`config.mk`:
```
export PLATFORM = sky130hd
export DESIGN_NAME = uart_buffered_fifo_pair_flat
export DESIGN_NICKNAME = d
export VERILOG_FILES = /design/src/hw/rtl/ubf_pkg.sv /design/src/hw/rtl/ubf_evt_if.sv /design/src/hw/rtl/ubf_res_if.sv /design/src/hw/rtl/uart_buffered_fifo_pair.sv /design/src/hw/rtl/ubf_ctrl.sv /design/src/hw/rtl/ubf_datapath.sv /design/src/flat_wrapper.sv
export SDC_FILE = /design/constraint.sdc
export NUM_CORES = 1
export LEC_CHECK = 0
export ABC_CLOCK_PERIOD_IN_PS = 12100
export BUFFER_PORTS_ARGS = -buffer_cell sky130_fd_sc_hd__buf_4
export CAP_MARGIN = 5
export CORE_MARGIN = 3
export CORE_UTILIZATION = 55
export CTS_BUF_LIST = sky130_fd_sc_hd__clkbuf_4 sky130_fd_sc_hd__clkbuf_8 sky130_fd_sc_hd__clkbuf_16
export DETAILED_ROUTE_END_ITERATION = 7
export GPL_ROUTABILITY_DRIVEN = 0
export PLACE_DENSITY_LB_ADDON = 0.1
export SYNTH_ARGS = -nofsm -noshare
export SYNTH_HDL_FRONTEND = slang
export SYNTH_SLANG_ARGS = --single-unit
export TNS_END_PERCENT = 20
```
`constraint.sdc`:
```
create_clock -name clk_i -period 12.1 [get_ports clk_i]
set_clock_uncertainty 0.2 [all_clocks]
set_input_delay 2.42 -clock clk_i [delete_from_list [all_inputs] [get_ports clk_i]]
set_output_delay 2.42 -clock clk_i [all_outputs]
set_load 0.01 [all_outputs]
```
`src/hw/rtl/ubf_pkg.sv`:
```
// shared types and constants of the uart buffered fifo pair
// no dependencies
package ubf_pkg;

  localparam int unsigned BYTE_W = 8;
  localparam int unsigned FILL_W = 6;
  localparam logic [FILL_W-1:0] TX_LIMIT_RESET = 6'd60;

  typedef enum logic [1:0] {
    ACT_RX_BYTE   = 2'd0,
    ACT_HOST_PUT  = 2'd1,
    ACT_TX_DONE   = 2'd2,
    ACT_HOST_READ = 2'd3
  } ubf_action_e;

  typedef enum logic {
    ST_IDLE = 1'b0,
    ST_RESP = 1'b1
  } ubf_state_e;

  // controller to datapath
  typedef struct packed {
    logic step;
  } ubf_cmd_t;

endpackage

```
`src/hw/rtl/ubf_evt_if.sv`:
```
// event channel: valid/ready handshake carrying one byte event
// depends on ubf_pkg
interface ubf_evt_if
  import ubf_pkg::*;
();
  logic              valid;
  logic              ready;
  logic [1:0]        action;
  logic [BYTE_W-1:0] data_byte;

  modport source (output valid, output action, output data_byte, input ready);
  modport sink   (input valid, input action, input data_byte, output ready);
endinterface

```
`src/hw/rtl/ubf_res_if.sv`:
```
// result channel: valid/ready handshake carrying one step result
// depends on ubf_pkg
interface ubf_res_if
  import ubf_pkg::*;
();
  logic              valid;
  logic              ready;
  logic              send_valid;
  logic [BYTE_W-1:0] send_byte;
  logic              read_valid;
  logic [BYTE_W-1:0] read_byte;
  logic              put_accepted;
  logic [FILL_W-1:0] rx_fill;
  logic [FILL_W-1:0] tx_fill;
  logic              idle_out;

  modport source (
    output valid, output send_valid, output send_byte, output read_valid,
    output read_byte, output put_accepted, output rx_fill, output tx_fill,
    output idle_out, input ready
  );
  modport sink (
    input valid, input send_valid, input send_byte, input read_valid,
    input read_byte, input put_accepted, input rx_fill, input tx_fill,
    input idle_out, output ready
  );
endinterface

```
`src/hw/rtl/uart_buffered_fifo_pair.sv`:
```
// Paired uart receive and transmit ring buffers with transmitter kick.
// evt_i takes one event per transfer: action 0 stores a line byte, 1 queues a
// host byte (refused while the transmit fill is above tx_fill_limit), 2 marks
// transmit complete, 3 reads the oldest received byte for the host.
// res_o returns exactly one result per event: the byte handed to the
// transmitter, the byte read, put status, both fills and the idle flag.
// Latency: the result is valid in the cycle after the event transfer.
// One event is held at a time, none is taken until the result is accepted;
// the stores read through a registered port on the transfer edge.
// A stalled result (res_o.ready low) stays stable and blocks evt_i.
// cfg_we_i writes tx_fill_limit from cfg_wdata_i; write it only while idle.
// Reset clears all pointers, sets the transmitter idle and the limit to 60;
// the byte stores are not cleared and need no clearing pass.
// There is no receive overflow check: the ring wraps silently.
module uart_buffered_fifo_pair
  import ubf_pkg::*;
#(
  parameter int unsigned RX_DEPTH = 64,
  parameter int unsigned TX_DEPTH = 64
) (
  input  logic              clk_i,
  input  logic              rst_ni,
  ubf_evt_if.sink           evt_i,
  ubf_res_if.source         res_o,
  input  logic              cfg_we_i,
  input  logic [FILL_W-1:0] cfg_wdata_i
);

  ubf_cmd_t cmd;

  ubf_ctrl u_ctrl (
    .clk_i       (clk_i),
    .rst_ni      (rst_ni),
    .in_valid_i  (evt_i.valid),
    .out_ready_i (res_o.ready),
    .in_ready_o  (evt_i.ready),
    .out_valid_o (res_o.valid),
    .cmd_o       (cmd)
  );

  ubf_datapath #(
    .RX_DEPTH (RX_DEPTH),
    .TX_DEPTH (TX_DEPTH)
  ) u_datapath (
    .clk_i          (clk_i),
    .rst_ni         (rst_ni),
    .cmd_i          (cmd),
    .action_i       (evt_i.action),
    .data_byte_i    (evt_i.data_byte),
    .cfg_we_i       (cfg_we_i),
    .cfg_wdata_i    (cfg_wdata_i),
    .send_valid_o   (res_o.send_valid),
    .send_byte_o    (res_o.send_byte),
    .read_valid_o   (res_o.read_valid),
    .read_byte_o    (res_o.read_byte),
    .put_accepted_o (res_o.put_accepted),
    .rx_fill_o      (res_o.rx_fill),
    .tx_fill_o      (res_o.tx_fill),
    .idle_out_o     (res_o.idle_out)
  );

endmodule

```
`src/hw/rtl/ubf_ctrl.sv`:
```
// handshake controller of the uart buffered fifo pair
// depends on ubf_pkg; drives the datapath through ubf_cmd_t
module ubf_ctrl
  import ubf_pkg::*;
(
  input  logic     clk_i,
  input  logic     rst_ni,
  input  logic     in_valid_i,
  input  logic     out_ready_i,
  output logic     in_ready_o,
  output logic     out_valid_o,
  output ubf_cmd_t cmd_o
);

  ubf_state_e state_q, state_d;

  always_ff @(posedge clk_i or negedge rst_ni) begin
    if (!rst_ni) begin
      state_q <= ST_IDLE;
    end else begin
      state_q <= state_d;
    end
  end

  always_comb begin
    state_d = state_q;
    unique case (state_q)
      ST_IDLE: begin
        if (in_valid_i) state_d = ST_RESP;
      end
      ST_RESP: begin
        if (out_ready_i) state_d = ST_IDLE;
      end
      default: state_d = ST_IDLE;
    endcase
  end

  always_comb begin
    in_ready_o  = 1'b0;
    out_valid_o = 1'b0;
    cmd_o       = '0;
    unique case (state_q)
      ST_IDLE: begin
        in_ready_o = 1'b1;
        cmd_o.step = in_valid_i;
      end
      ST_RESP: begin
        out_valid_o = 1'b1;
      end
      default: ;
    endcase
  end

endmodule

```
`src/hw/rtl/ubf_datapath.sv`:
```
// ring pointers, byte stores and result registers of the fifo pair
// depends on ubf_pkg; stepped by ubf_ctrl through ubf_cmd_t
module ubf_datapath
  import ubf_pkg::*;
#(
  parameter int unsigned RX_DEPTH = 64,
  parameter int unsigned TX_DEPTH = 64
) (
  input  logic              clk_i,
  input  logic              rst_ni,
  input  ubf_cmd_t          cmd_i,
  input  logic [1:0]        action_i,
  input  logic [BYTE_W-1:0] data_byte_i,
  input  logic              cfg_we_i,
  input  logic [FILL_W-1:0] cfg_wdata_i,
  output logic              send_valid_o,
  output logic [BYTE_W-1:0] send_byte_o,
  output logic              read_valid_o,
  output logic [BYTE_W-1:0] read_byte_o,
  output logic              put_accepted_o,
  output logic [FILL_W-1:0] rx_fill_o,
  output logic [FILL_W-1:0] tx_fill_o,
  output logic              idle_out_o
);

  localparam int unsigned RX_AW = $clog2(RX_DEPTH);
  localparam int unsigned TX_AW = $clog2(TX_DEPTH);
  localparam int unsigned RX_PW = RX_AW + 1;
  localparam int unsigned TX_PW = TX_AW + 1;
  localparam int unsigned RX_FW = (RX_AW > FILL_W) ? RX_AW : FILL_W;
  localparam int unsigned TX_FW = (TX_AW > FILL_W) ? TX_AW : FILL_W;

  logic [BYTE_W-1:0] rx_mem [RX_DEPTH];
  logic [BYTE_W-1:0] tx_mem [TX_DEPTH];

  logic [RX_AW-1:0]  rx_wp_q, rx_wp_d, rx_rp_q, rx_rp_d;
  logic [TX_AW-1:0]  tx_wp_q, tx_wp_d, tx_rp_q, tx_rp_d;
  logic              idle_q, idle_d;
  logic [FILL_W-1:0] limit_q;

  logic              send_v_q, send_v_d;
  logic              bypass_q, bypass_d;
  logic              read_v_q, read_v_d;
  logic              put_q, put_d;
  logic [BYTE_W-1:0] byte_q;
  logic [BYTE_W-1:0] rx_rd_q, tx_rd_q;

  logic [RX_PW-1:0]  rx_diff;
  logic [TX_PW-1:0]  tx_diff;
  logic [RX_AW-1:0]  rx_fill;
  logic [TX_AW-1:0]  tx_fill;
  logic [RX_FW-1:0]  rx_fill_ext;
  logic [TX_FW-1:0]  tx_fill_ext;
  logic [RX_AW-1:0]  rx_wp_inc, rx_rp_inc;
  logic [TX_AW-1:0]  tx_wp_inc, tx_rp_inc;
  logic              put_ok, rx_we, tx_we;
  ubf_action_e       act;

  // fill is (write - read) modulo the depth
  assign rx_diff = {1'b0, rx_wp_q} - {1'b0, rx_rp_q}
                 + ((rx_wp_q < rx_rp_q) ? RX_PW'(RX_DEPTH) : '0);
  assign tx_diff = {1'b0, tx_wp_q} - {1'b0, tx_rp_q}
                 + ((tx_wp_q < tx_rp_q) ? TX_PW'(TX_DEPTH) : '0);
  assign rx_fill = rx_diff[RX_AW-1:0];
  assign tx_fill = tx_diff[TX_AW-1:0];
  assign rx_fill_ext = RX_FW'(rx_fill);
  assign tx_fill_ext = TX_FW'(tx_fill);

  assign rx_wp_inc = (rx_wp_q == RX_AW'(RX_DEPTH - 1)) ? '0 : rx_wp_q + 1'b1;
  assign rx_rp_inc = (rx_rp_q == RX_AW'(RX_DEPTH - 1)) ? '0 : rx_rp_q + 1'b1;
  assign tx_wp_inc = (tx_wp_q == TX_AW'(TX_DEPTH - 1)) ? '0 : tx_wp_q + 1'b1;
  assign tx_rp_inc = (tx_rp_q == TX_AW'(TX_DEPTH - 1)) ? '0 : tx_rp_q + 1'b1;

  assign act    = ubf_action_e'(action_i);
  assign put_ok = (act == ACT_HOST_PUT) && (tx_fill_ext <= TX_FW'(limit_q));
  assign rx_we  = cmd_i.step && (act == ACT_RX_BYTE);
  assign tx_we  = cmd_i.step && put_ok;

  always_comb begin
    rx_wp_d  = rx_wp_q;
    rx_rp_d  = rx_rp_q;
    tx_wp_d  = tx_wp_q;
    tx_rp_d  = tx_rp_q;
    idle_d   = idle_q;
    send_v_d = 1'b0;
    bypass_d = 1'b0;
    read_v_d = 1'b0;
    put_d    = 1'b0;
    unique case (act)
      ACT_RX_BYTE: begin
        rx_wp_d = rx_wp_inc;
      end
      ACT_HOST_PUT: begin
        if (put_ok) begin
          tx_wp_d = tx_wp_inc;
          put_d   = 1'b1;
          // idle means the ring was empty: the new byte goes straight out
          if (idle_q) begin
            tx_rp_d  = tx_rp_inc;
            idle_d   = 1'b0;
            send_v_d = 1'b1;
            bypass_d = 1'b1;
          end
        end
      end
      ACT_TX_DONE: begin
        idle_d = (tx_rp_q == tx_wp_q);
        if (tx_rp_q != tx_wp_q) begin
          tx_rp_d  = tx_rp_inc;
          send_v_d = 1'b1;
        end
      end
      ACT_HOST_READ: begin
        if (rx_rp_q != rx_wp_q) begin
          rx_rp_d  = rx_rp_inc;
          read_v_d = 1'b1;
        end
      end
      default: ;
    endcase
  end

  always_ff @(posedge clk_i or negedge rst_ni) begin
    if (!rst_ni) begin
      rx_wp_q  <= '0;
      rx_rp_q  <= '0;
      tx_wp_q  <= '0;
      tx_rp_q  <= '0;
      idle_q   <= 1'b1;
      limit_q  <= TX_LIMIT_RESET;
      send_v_q <= 1'b0;
      bypass_q <= 1'b0;
      read_v_q <= 1'b0;
      put_q    <= 1'b0;
    end else begin
      if (cfg_we_i) limit_q <= cfg_wdata_i;
      if (cmd_i.step) begin
        rx_wp_q  <= rx_wp_d;
        rx_rp_q  <= rx_rp_d;
        tx_wp_q  <= tx_wp_d;
        tx_rp_q  <= tx_rp_d;
        idle_q   <= idle_d;
        send_v_q <= send_v_d;
        bypass_q <= bypass_d;
        read_v_q <= read_v_d;
        put_q    <= put_d;
      end
    end
  end

  always_ff @(posedge clk_i) begin
    if (cmd_i.step) byte_q <= data_byte_i;
  end

  // stores read at the old read pointer on each transfer in
  always_ff @(posedge clk_i) begin
    if (rx_we) rx_mem[rx_wp_q] <= data_byte_i;
    if (cmd_i.step) rx_rd_q <= rx_mem[rx_rp_q];
  end

  always_ff @(posedge clk_i) begin
    if (tx_we) tx_mem[tx_wp_q] <= data_byte_i;
    if (cmd_i.step) tx_rd_q <= tx_mem[tx_rp_q];
  end

  // result registers only change on step, so the result holds while stalled
  assign send_valid_o   = send_v_q;
  assign send_byte_o    = !send_v_q ? '0 : (bypass_q ? byte_q : tx_rd_q);
  assign read_valid_o   = read_v_q;
  assign read_byte_o    = read_v_q ? rx_rd_q : '0;
  assign put_accepted_o = put_q;
  assign rx_fill_o      = rx_fill_ext[FILL_W-1:0];
  assign tx_fill_o      = tx_fill_ext[FILL_W-1:0];
  assign idle_out_o     = idle_q;

endmodule

```
`src/flat_wrapper.sv`:
```
// flat-port wrapper written by rule: the top's interface ports become plain ports
module uart_buffered_fifo_pair_flat import ubf_pkg::*;
#(
  parameter int unsigned RX_DEPTH = 64,
  parameter int unsigned TX_DEPTH = 64
)
  (clk_i, rst_ni, cfg_we_i, cfg_wdata_i, evt_i_valid, evt_i_action, evt_i_data_byte, evt_i_ready, res_o_valid, res_o_send_valid, res_o_send_byte, res_o_read_valid, res_o_read_byte, res_o_put_accepted, res_o_rx_fill, res_o_tx_fill, res_o_idle_out, res_o_ready);
  ubf_evt_if evt_i_i ();
  ubf_res_if res_o_i ();
  input  logic clk_i;
  input  logic rst_ni;
  input  logic cfg_we_i;
  input  logic [FILL_W-1:0] cfg_wdata_i;
  input wire logic [$bits(evt_i_i.valid)-1:0] evt_i_valid;
  input wire logic [$bits(evt_i_i.action)-1:0] evt_i_action;
  input wire logic [$bits(evt_i_i.data_byte)-1:0] evt_i_data_byte;
  output wire logic [$bits(evt_i_i.ready)-1:0] evt_i_ready;
  output wire logic [$bits(res_o_i.valid)-1:0] res_o_valid;
  output wire logic [$bits(res_o_i.send_valid)-1:0] res_o_send_valid;
  output wire logic [$bits(res_o_i.send_byte)-1:0] res_o_send_byte;
  output wire logic [$bits(res_o_i.read_valid)-1:0] res_o_read_valid;
  output wire logic [$bits(res_o_i.read_byte)-1:0] res_o_read_byte;
  output wire logic [$bits(res_o_i.put_accepted)-1:0] res_o_put_accepted;
  output wire logic [$bits(res_o_i.rx_fill)-1:0] res_o_rx_fill;
  output wire logic [$bits(res_o_i.tx_fill)-1:0] res_o_tx_fill;
  output wire logic [$bits(res_o_i.idle_out)-1:0] res_o_idle_out;
  input wire logic [$bits(res_o_i.ready)-1:0] res_o_ready;
  assign evt_i_i.valid = evt_i_valid;
  assign evt_i_i.action = evt_i_action;
  assign evt_i_i.data_byte = evt_i_data_byte;
  assign evt_i_ready = evt_i_i.ready;
  assign res_o_valid = res_o_i.valid;
  assign res_o_send_valid = res_o_i.send_valid;
  assign res_o_send_byte = res_o_i.send_byte;
  assign res_o_read_valid = res_o_i.read_valid;
  assign res_o_read_byte = res_o_i.read_byte;
  assign res_o_put_accepted = res_o_i.put_accepted;
  assign res_o_rx_fill = res_o_i.rx_fill;
  assign res_o_tx_fill = res_o_i.tx_fill;
  assign res_o_idle_out = res_o_i.idle_out;
  assign res_o_i.ready = res_o_ready;
  uart_buffered_fifo_pair #(.RX_DEPTH(RX_DEPTH), .TX_DEPTH(TX_DEPTH)) u_core (.clk_i(clk_i), .rst_ni(rst_ni), .evt_i(evt_i_i), .res_o(res_o_i), .cfg_we_i(cfg_we_i), .cfg_wdata_i(cfg_wdata_i));
endmodule
```
* Word level (Yosys, flattened, before mapping)
Memories as Yosys holds them, arrays and structs flattened. A register that Yosys moved wholly into a read port is not among the register bits. Index checks and enable logic that the tools add are counted.
Operators by class: add/sub/neg operators 8, multipliers 0, divide/modulo/power cells 0, magnitude comparators 1, eq/ne operators 13, shift operators 0, multiplexer cells 32, bitwise logic cells 1, reductions and logical operators 10
Operator list (number):
- 2-to-1 mux 6 bit | 7
- adder 6 x 1 -> 6 bit, second input constant | 4
- equality test 6 bit, second input constant | 4
- 2-to-1 mux 8 bit | 3
- 2-to-1 mux 1 bit | 18
- adder 6 bit, second input constant | 2
- != test 6 bit | 2
- case mux 6 bit (2 select lines) | 1
- subtractor 6 bit | 2
- AND reduction 3 bit | 3
- equality test 6 bit | 1
- <= comparator 6 bit | 1
- != test 2 bit, second input constant | 3
- case mux 1 bit (2 select lines) | 3
- AND reduction 5 bit | 1
- equality test 2 bit, second input constant | 2
- logical AND 1 bit | 3
- equality test 2 x 1 -> 1 bit, second input constant | 1
- zero test 2 bit | 1
- AND reduction 2 bit | 1
- nonzero test 2 bit | 1
- NOT 1 bit | 1
Word-level totals: register bits after elaboration 44, bits in latches 0, memory bits (writable) 1024, memory bits (read-only) 0, bits of input ports 21, output and inout port bits 34, logic and storage cells 79, memories kept 2
Memories:
- u_core.u_datapath.rx_mem | words 64, width 8, read ports 1, clocked after Yosys merged registers in 1, wr ports 1, line ubf_datapath.sv:33 | logic [BYTE_W-1:0] rx_mem [RX_DEPTH];
- u_core.u_datapath.tx_mem | words 64, width 8, read ports 1, clocked after Yosys merged registers in 1, wr ports 1, line ubf_datapath.sv:34 | logic [BYTE_W-1:0] tx_mem [TX_DEPTH];

* Longest topological paths before layout
depth in word-level cells 7, mapped depth 18, depth with buffers taken out 15

* By module
A second synthesis with hierarchy kept.
Second synthesis, totals: cells, all modules 2158, area total of the unflattened synthesis 42907.4 um2
Modules (own cells, without submodules):
- ubf_datapath | times used 1, cells each 2154, area an instance 42862.4 um2, seq. area each 32352.3 um2
- ubf_ctrl | times used 1, cells each 4, area an instance 45.0 um2, seq. area each 25.0 um2

* Worst setup path before layout
No wires, ideal clock.
path kind register to output, from reg u_core.u_datapath.rx_rp_q[1], to out res_o_rx_fill[5], arrival time 2.227 ns, required time 9.480 ns, slack 7.253 ns, stages on the path, launching flop included 11, buffers on the path 3, cell sequence dfrtp_1 -> clkbuf_1 -> buf_2 -> buf_2 -> inv_2 -> ha_1 -> a21o_1 -> a21oi_1 -> o21bai_1 -> a21oi_1 -> xnor2_1
Between the ends: word-level cells in the longest chain between the ends 2
RTL lines:
- from (decl) | line ubf_datapath.sv:36 | logic [RX_AW-1:0] rx_wp_q, rx_wp_d, rx_rp_q, rx_rp_d;
- from (signal assigned) | line ubf_datapath.sv:139 | rx_rp_q <= rx_rp_d;
- subtractor 6 bit | line ubf_datapath.sv:60 | assign rx_diff = {1'b0, rx_wp_q} - {1'b0, rx_rp_q}
- adder 6 bit | line ubf_datapath.sv:61 | + ((rx_wp_q < rx_rp_q) ? RX_PW'(RX_DEPTH) : '0);
- to (decl) | line flat_wrapper.sv:24 | output wire logic [$bits(res_o_i.rx_fill)-1:0] res_o_rx_fill;
No other way between the ends.

* Worst setup path in the final report
from reg u_core.u_datapath.tx_rp_q[3], to mem u_core.u_datapath.tx_mem[50][5] (enable)
Between the ends: word-level cells in the longest chain between the ends 7
RTL lines:
- from (decl) | line ubf_datapath.sv:37 | logic [TX_AW-1:0] tx_wp_q, tx_wp_d, tx_rp_q, tx_rp_d;
- from (signal assigned) | line ubf_datapath.sv:141 | tx_rp_q <= tx_rp_d;
- subtractor 6 bit | line ubf_datapath.sv:62 | assign tx_diff = {1'b0, tx_wp_q} - {1'b0, tx_rp_q}
- adder 6 bit | line ubf_datapath.sv:63 | + ((tx_wp_q < tx_rp_q) ? TX_PW'(TX_DEPTH) : '0);
- <= comparator 6 bit | line ubf_datapath.sv:75 | assign put_ok = (act == ACT_HOST_PUT) && (tx_fill_ext <= TX_FW'(limit_q));
- logical AND 1 bit | line ubf_datapath.sv:75
- logical AND 1 bit | line ubf_datapath.sv:77 | assign tx_we = cmd_i.step && put_ok;
- 2-to-1 mux 1 bit | line ubf_datapath.sv:162 | if (tx_we) tx_mem[tx_wp_q] <= data_byte_i;
- 2-to-1 mux 1 bit (implied by the code) | line ubf_datapath.sv:162
- to (decl) | line ubf_datapath.sv:34
No other way between the ends.

==> flow_summary_export.csv <==
group,metric,value,unit
status,outcome,"finished, final reports clean",
yosys,syn_avg_cell_area,18.9,um2
yosys,synth_area,43000,um2
die,die_area,81600,um2
yosys,postSynthCellCount,2274,
clock_tree,postCtsSetupBuffers,0,
global_routing,grt_pass1_vias,22165,
timing,timing_max_transition_violations_final,0,
die,die_x,286,um
clock_tree,hold_buffers,0,
min_path,hp-class,"reg2reg",
min_path,holdPathEnd,"u_core.u_ctrl.state_q$_DFF_PN0_",
yosys,synth_flop_cell,"edfxtp_1",
die,core,76700,um2
clock_tree,cts.sink_count,1084,
power,leakage,15.5,nW
power,ir_worst_vdd,139,uV
cells_and_area,layout.area.seq,32400,um2
power,p_switching,3.19,mW
cells_and_area,multi_input_area,9910,um2
power,combPwrFrac,0.260,
yosys,async_flop_share,0.0332,
timing,period_share,0.567,
detailed_routing,routed_wl,104,mm
yosys,synth-seq-area-share,0.753,
detailed_routing,post_drt_wl_per_cell,30.1,um
cells_and_area,stdcell_area,48100,um2
power,p_per_area,222,nW/um2
worst_setup_path,start_kind,"register",
timing,setup-tns-final,0,ns
global_routing,grt_overflow_total,0,
timing,layout_min_cycle_time,6.86,ns
power,netSwitchingFraction,0.299,
power,p_seq_frac,0.413,
yosys,synth_cell_type_count,61,
yosys,netlist_top_cells_area,"edfxtp_1 (73%), mux4_2 (9.5%), mux2i_1 (3.8%)",
die,row_count,101,
yosys,synth-seq-cells,1084,
yosys,netlist.area_leader.share,0.732,
timing,max_freq,146,MHz
die,ios,55,
yosys,synth_top_area_cell,"edfxtp_1",
detailed_routing,drtPass1Iterations,7,
worst_setup_path,r2r_slack,5.24,ns
worst_setup_path,r2r_start,"u_core.u_datapath.tx_rp_q[3]$_DFFE_PN0P_",
cells_and_area,antenna_cells,0,
worst_setup_path,critPathKind,"reg2reg",
yosys,yosys-top-cells-count,"edfxtp_1 (1,048), mux4_2 (181), mux2i_1 (164)",
place,port_buffers,54,
clock_tree,clk_pin_slew,0.06,ns
power,clockPowerShare,0.327,
detailed_routing,ant_nets,0,
yosys,yosys.cell_count.top_type,"edfxtp_1",
place,post-dp-hpwl,64.6,mm
min_path,holdCritStartpoint,"u_core.u_ctrl.state_q$_DFF_PN0_",
cells_and_area,fill_cells,5304,
global_routing,grt_use_total,0.258,
yosys,ys.warnings.count,0,
job,maxCapViolations,0,
worst_setup_path,arrival,6.95,ns
detailed_routing,drc_errors,0,
cells_and_area,synthToLayoutAreaGrowth,11.7,%
cells_and_area,final_layout_size_suffix_gt1_frac,0.200,
min_path,min_path_cells,2,
worst_setup_path,rr_endpoint,"u_core.u_datapath.tx_mem[50][5]$_DFFE_PP_",
die,start_util,0.561,
clock_tree,clk_latency,0.67,ns
timing,relSlewSlack,0.118,
clock_tree,cts_made_buffers,106,
timing,hold_viol_final,0,
timing,grt_setup_unrepaired,"no",
worst_setup_path,critPathRequiredTime,12.19,ns
cells_and_area,final_net_count,2383,
yosys,synthesis.nets,2321,
die,die_h,286,um
worst_setup_path,endpoint_kind,"register",
clock_tree,cts_root_buffer,"clkbuf_16",
timing,setup_viol,0,
global_routing,grt_pass1_wl,154,mm
power,power.internal,7.48,mW
global_routing,antenna_found_initial,1,
detailed_routing,initialDrtViolationCount,2277,
timing,worst_pin_slew,1.32,ns
worst_setup_path,path_max_fanout,27,
clock_tree,cts_tree,"built",
detailed_routing,via_per_inst,6.43,
clock_tree,htreeDepth,3,
detailed_routing,vias,22216,
yosys,synth_edf_count,1048,
clock_tree,cts_resized,0,
place,place_area,44300,um2
worst_setup_path,worstRegToRegCells,12,
clock_tree,cts_buffer_depth,3,
global_routing,grt_max_degree,82,
logic make-up after synthesis:
group	share of synthesized area
AOI/OAI and AO/OA	0.0478
xor gates and xnor gates	0.00387
buffers and inverters	0.0169
DFF	0.753
adders and majority gates	0.00791
and+or+nand+nor	0.0347
muxes	0.136
worst max path at each step:
| stage | slack (ns) | depth (start not counted) | endpoint | start |
|---|---|---|---|---|
| 2_1_floorplan | 7.25 | 10 | res_o_rx_fill[5] | u_core.u_datapath.rx_rp_q[1]$_DFFE_PN0P_ |
| 3_3_place_gp | 5.72 | 12 | u_core.u_datapath.tx_mem[50][1]$_DFFE_PP_ | u_core.u_datapath.tx_rp_q[3]$_DFFE_PN0P_ |
| 3_5_place_dp | 5.42 | 12 | u_core.u_datapath.tx_mem[50][4]$_DFFE_PP_ | u_core.u_datapath.tx_rp_q[3]$_DFFE_PN0P_ |
| 4_1_cts | 5.39 | 12 | u_core.u_datapath.tx_mem[50][5]$_DFFE_PP_ | u_core.u_datapath.tx_rp_q[3]$_DFFE_PN0P_ |
| 5_1_grt | 4.95 | 12 | u_core.u_datapath.tx_mem[18][6]$_DFFE_PP_ | u_core.u_datapath.tx_rp_q[3]$_DFFE_PN0P_ |
| 6_report | 5.24 | 12 | u_core.u_datapath.tx_mem[50][5]$_DFFE_PP_ | u_core.u_datapath.tx_rp_q[3]$_DFFE_PN0P_ |
cells in the final DEF (no fill, tap or decap), types with 28 or more instances in the layout:
| master | Yosys | routed |
|---|---|---|
| inv_1 | 28 | 28 |
| mux4_2 | 181 | 181 |
| nand2_1 | 80 | 80 |
| edfxtp_1 | 1048 | 1048 |
| a22oi_1 | 47 | 47 |
| buf_4 | 18 | 79 |
| mux2i_1 | 164 | 164 |
| o21ai_0 | 51 | 51 |
| nor2_1 | 154 | 154 |
| a21oi_1 | 43 | 43 |
| clkbuf_16 | 0 | 109 |
layer usage:
layer	part of all wire	global-route usage	up-vias
met5	0.00014	0	-
met2	0.48	0.407	1043
met3	0.072	0.0412	231
met1	0.41	0.371	11564
met4	0.039	0.0935	2
li1	-	-	9376
power by group through the flow:
stage | clock network (mW) | logic (mW) | registers (mW)
after floorplan | 0 | 2.01 | 4.33
after global placement | 0 | 2.75 | 4.47
after detailed placement | 0 | 2.77 | 4.48
after CTS | 3.54 | 2.78 | 4.40
after global routing | 3.70 | 2.95 | 4.42
final | 3.49 | 2.78 | 4.41
through the flow:
step | hold slack (ns) | std cells | utilization | power (mW) | setup slack (ns)
finish | 0.393 | 3456 | 0.627 | 10.7 | 5.24
global route | 0.407 | 3456 | 0.627 | 11.1 | 4.95
CTS | 0.390 | 3456 | 0.627 | 10.7 | 5.39
detailed placement | 0.374 | 3258 | 0.578 | 7.25 | 5.42
global placement | 0.369 | 3258 | 0.578 | 7.22 | 5.72
floorplan | 0.280 | 2274 | - | 6.33 | 7.25
sequential cells by signal, indices dropped and copies added, names as in the netlist, 6 cells and up:
| signal | flops |
|---|---|
| u_core.u_datapath.byte_q | 8 |
| u_core.u_datapath.limit_q | 6 |
| u_core.u_datapath.rx_mem | 512 |
| u_core.u_datapath.rx_rd_q | 8 |
| u_core.u_datapath.rx_rp_q | 6 |
| u_core.u_datapath.rx_wp_q | 6 |
| u_core.u_datapath.tx_mem | 512 |
| u_core.u_datapath.tx_rd_q | 8 |
| u_core.u_datapath.tx_rp_q | 6 |
| u_core.u_datapath.tx_wp_q | 6 |
cell type report:
class	instances	share of cell area
clock inverters	66	0.0172
flip-flops and latches	1084	0.674
multi-input cells	1033	0.206
well taps	1030	0.0268
repair buffers	79	0.0123
inverters	32	0.00250
clock buffers	132	0.0610
critical path, cell delays in order (launching register included):
cell and delay, ns:
dfrtp_1 0.91, clkinv_1 1.06, ha_1 0.72, inv_1 0.07
o21bai_1 0.13, a21oi_1 0.10, xnor2_1 0.23, ha_1 0.31
a211oi_2 0.19, a31oi_1 0.26, or3_1 0.50, nand4b_1 0.91
nor2_1 0.88
No activity file was read; power rests on OpenSTA's default activity.
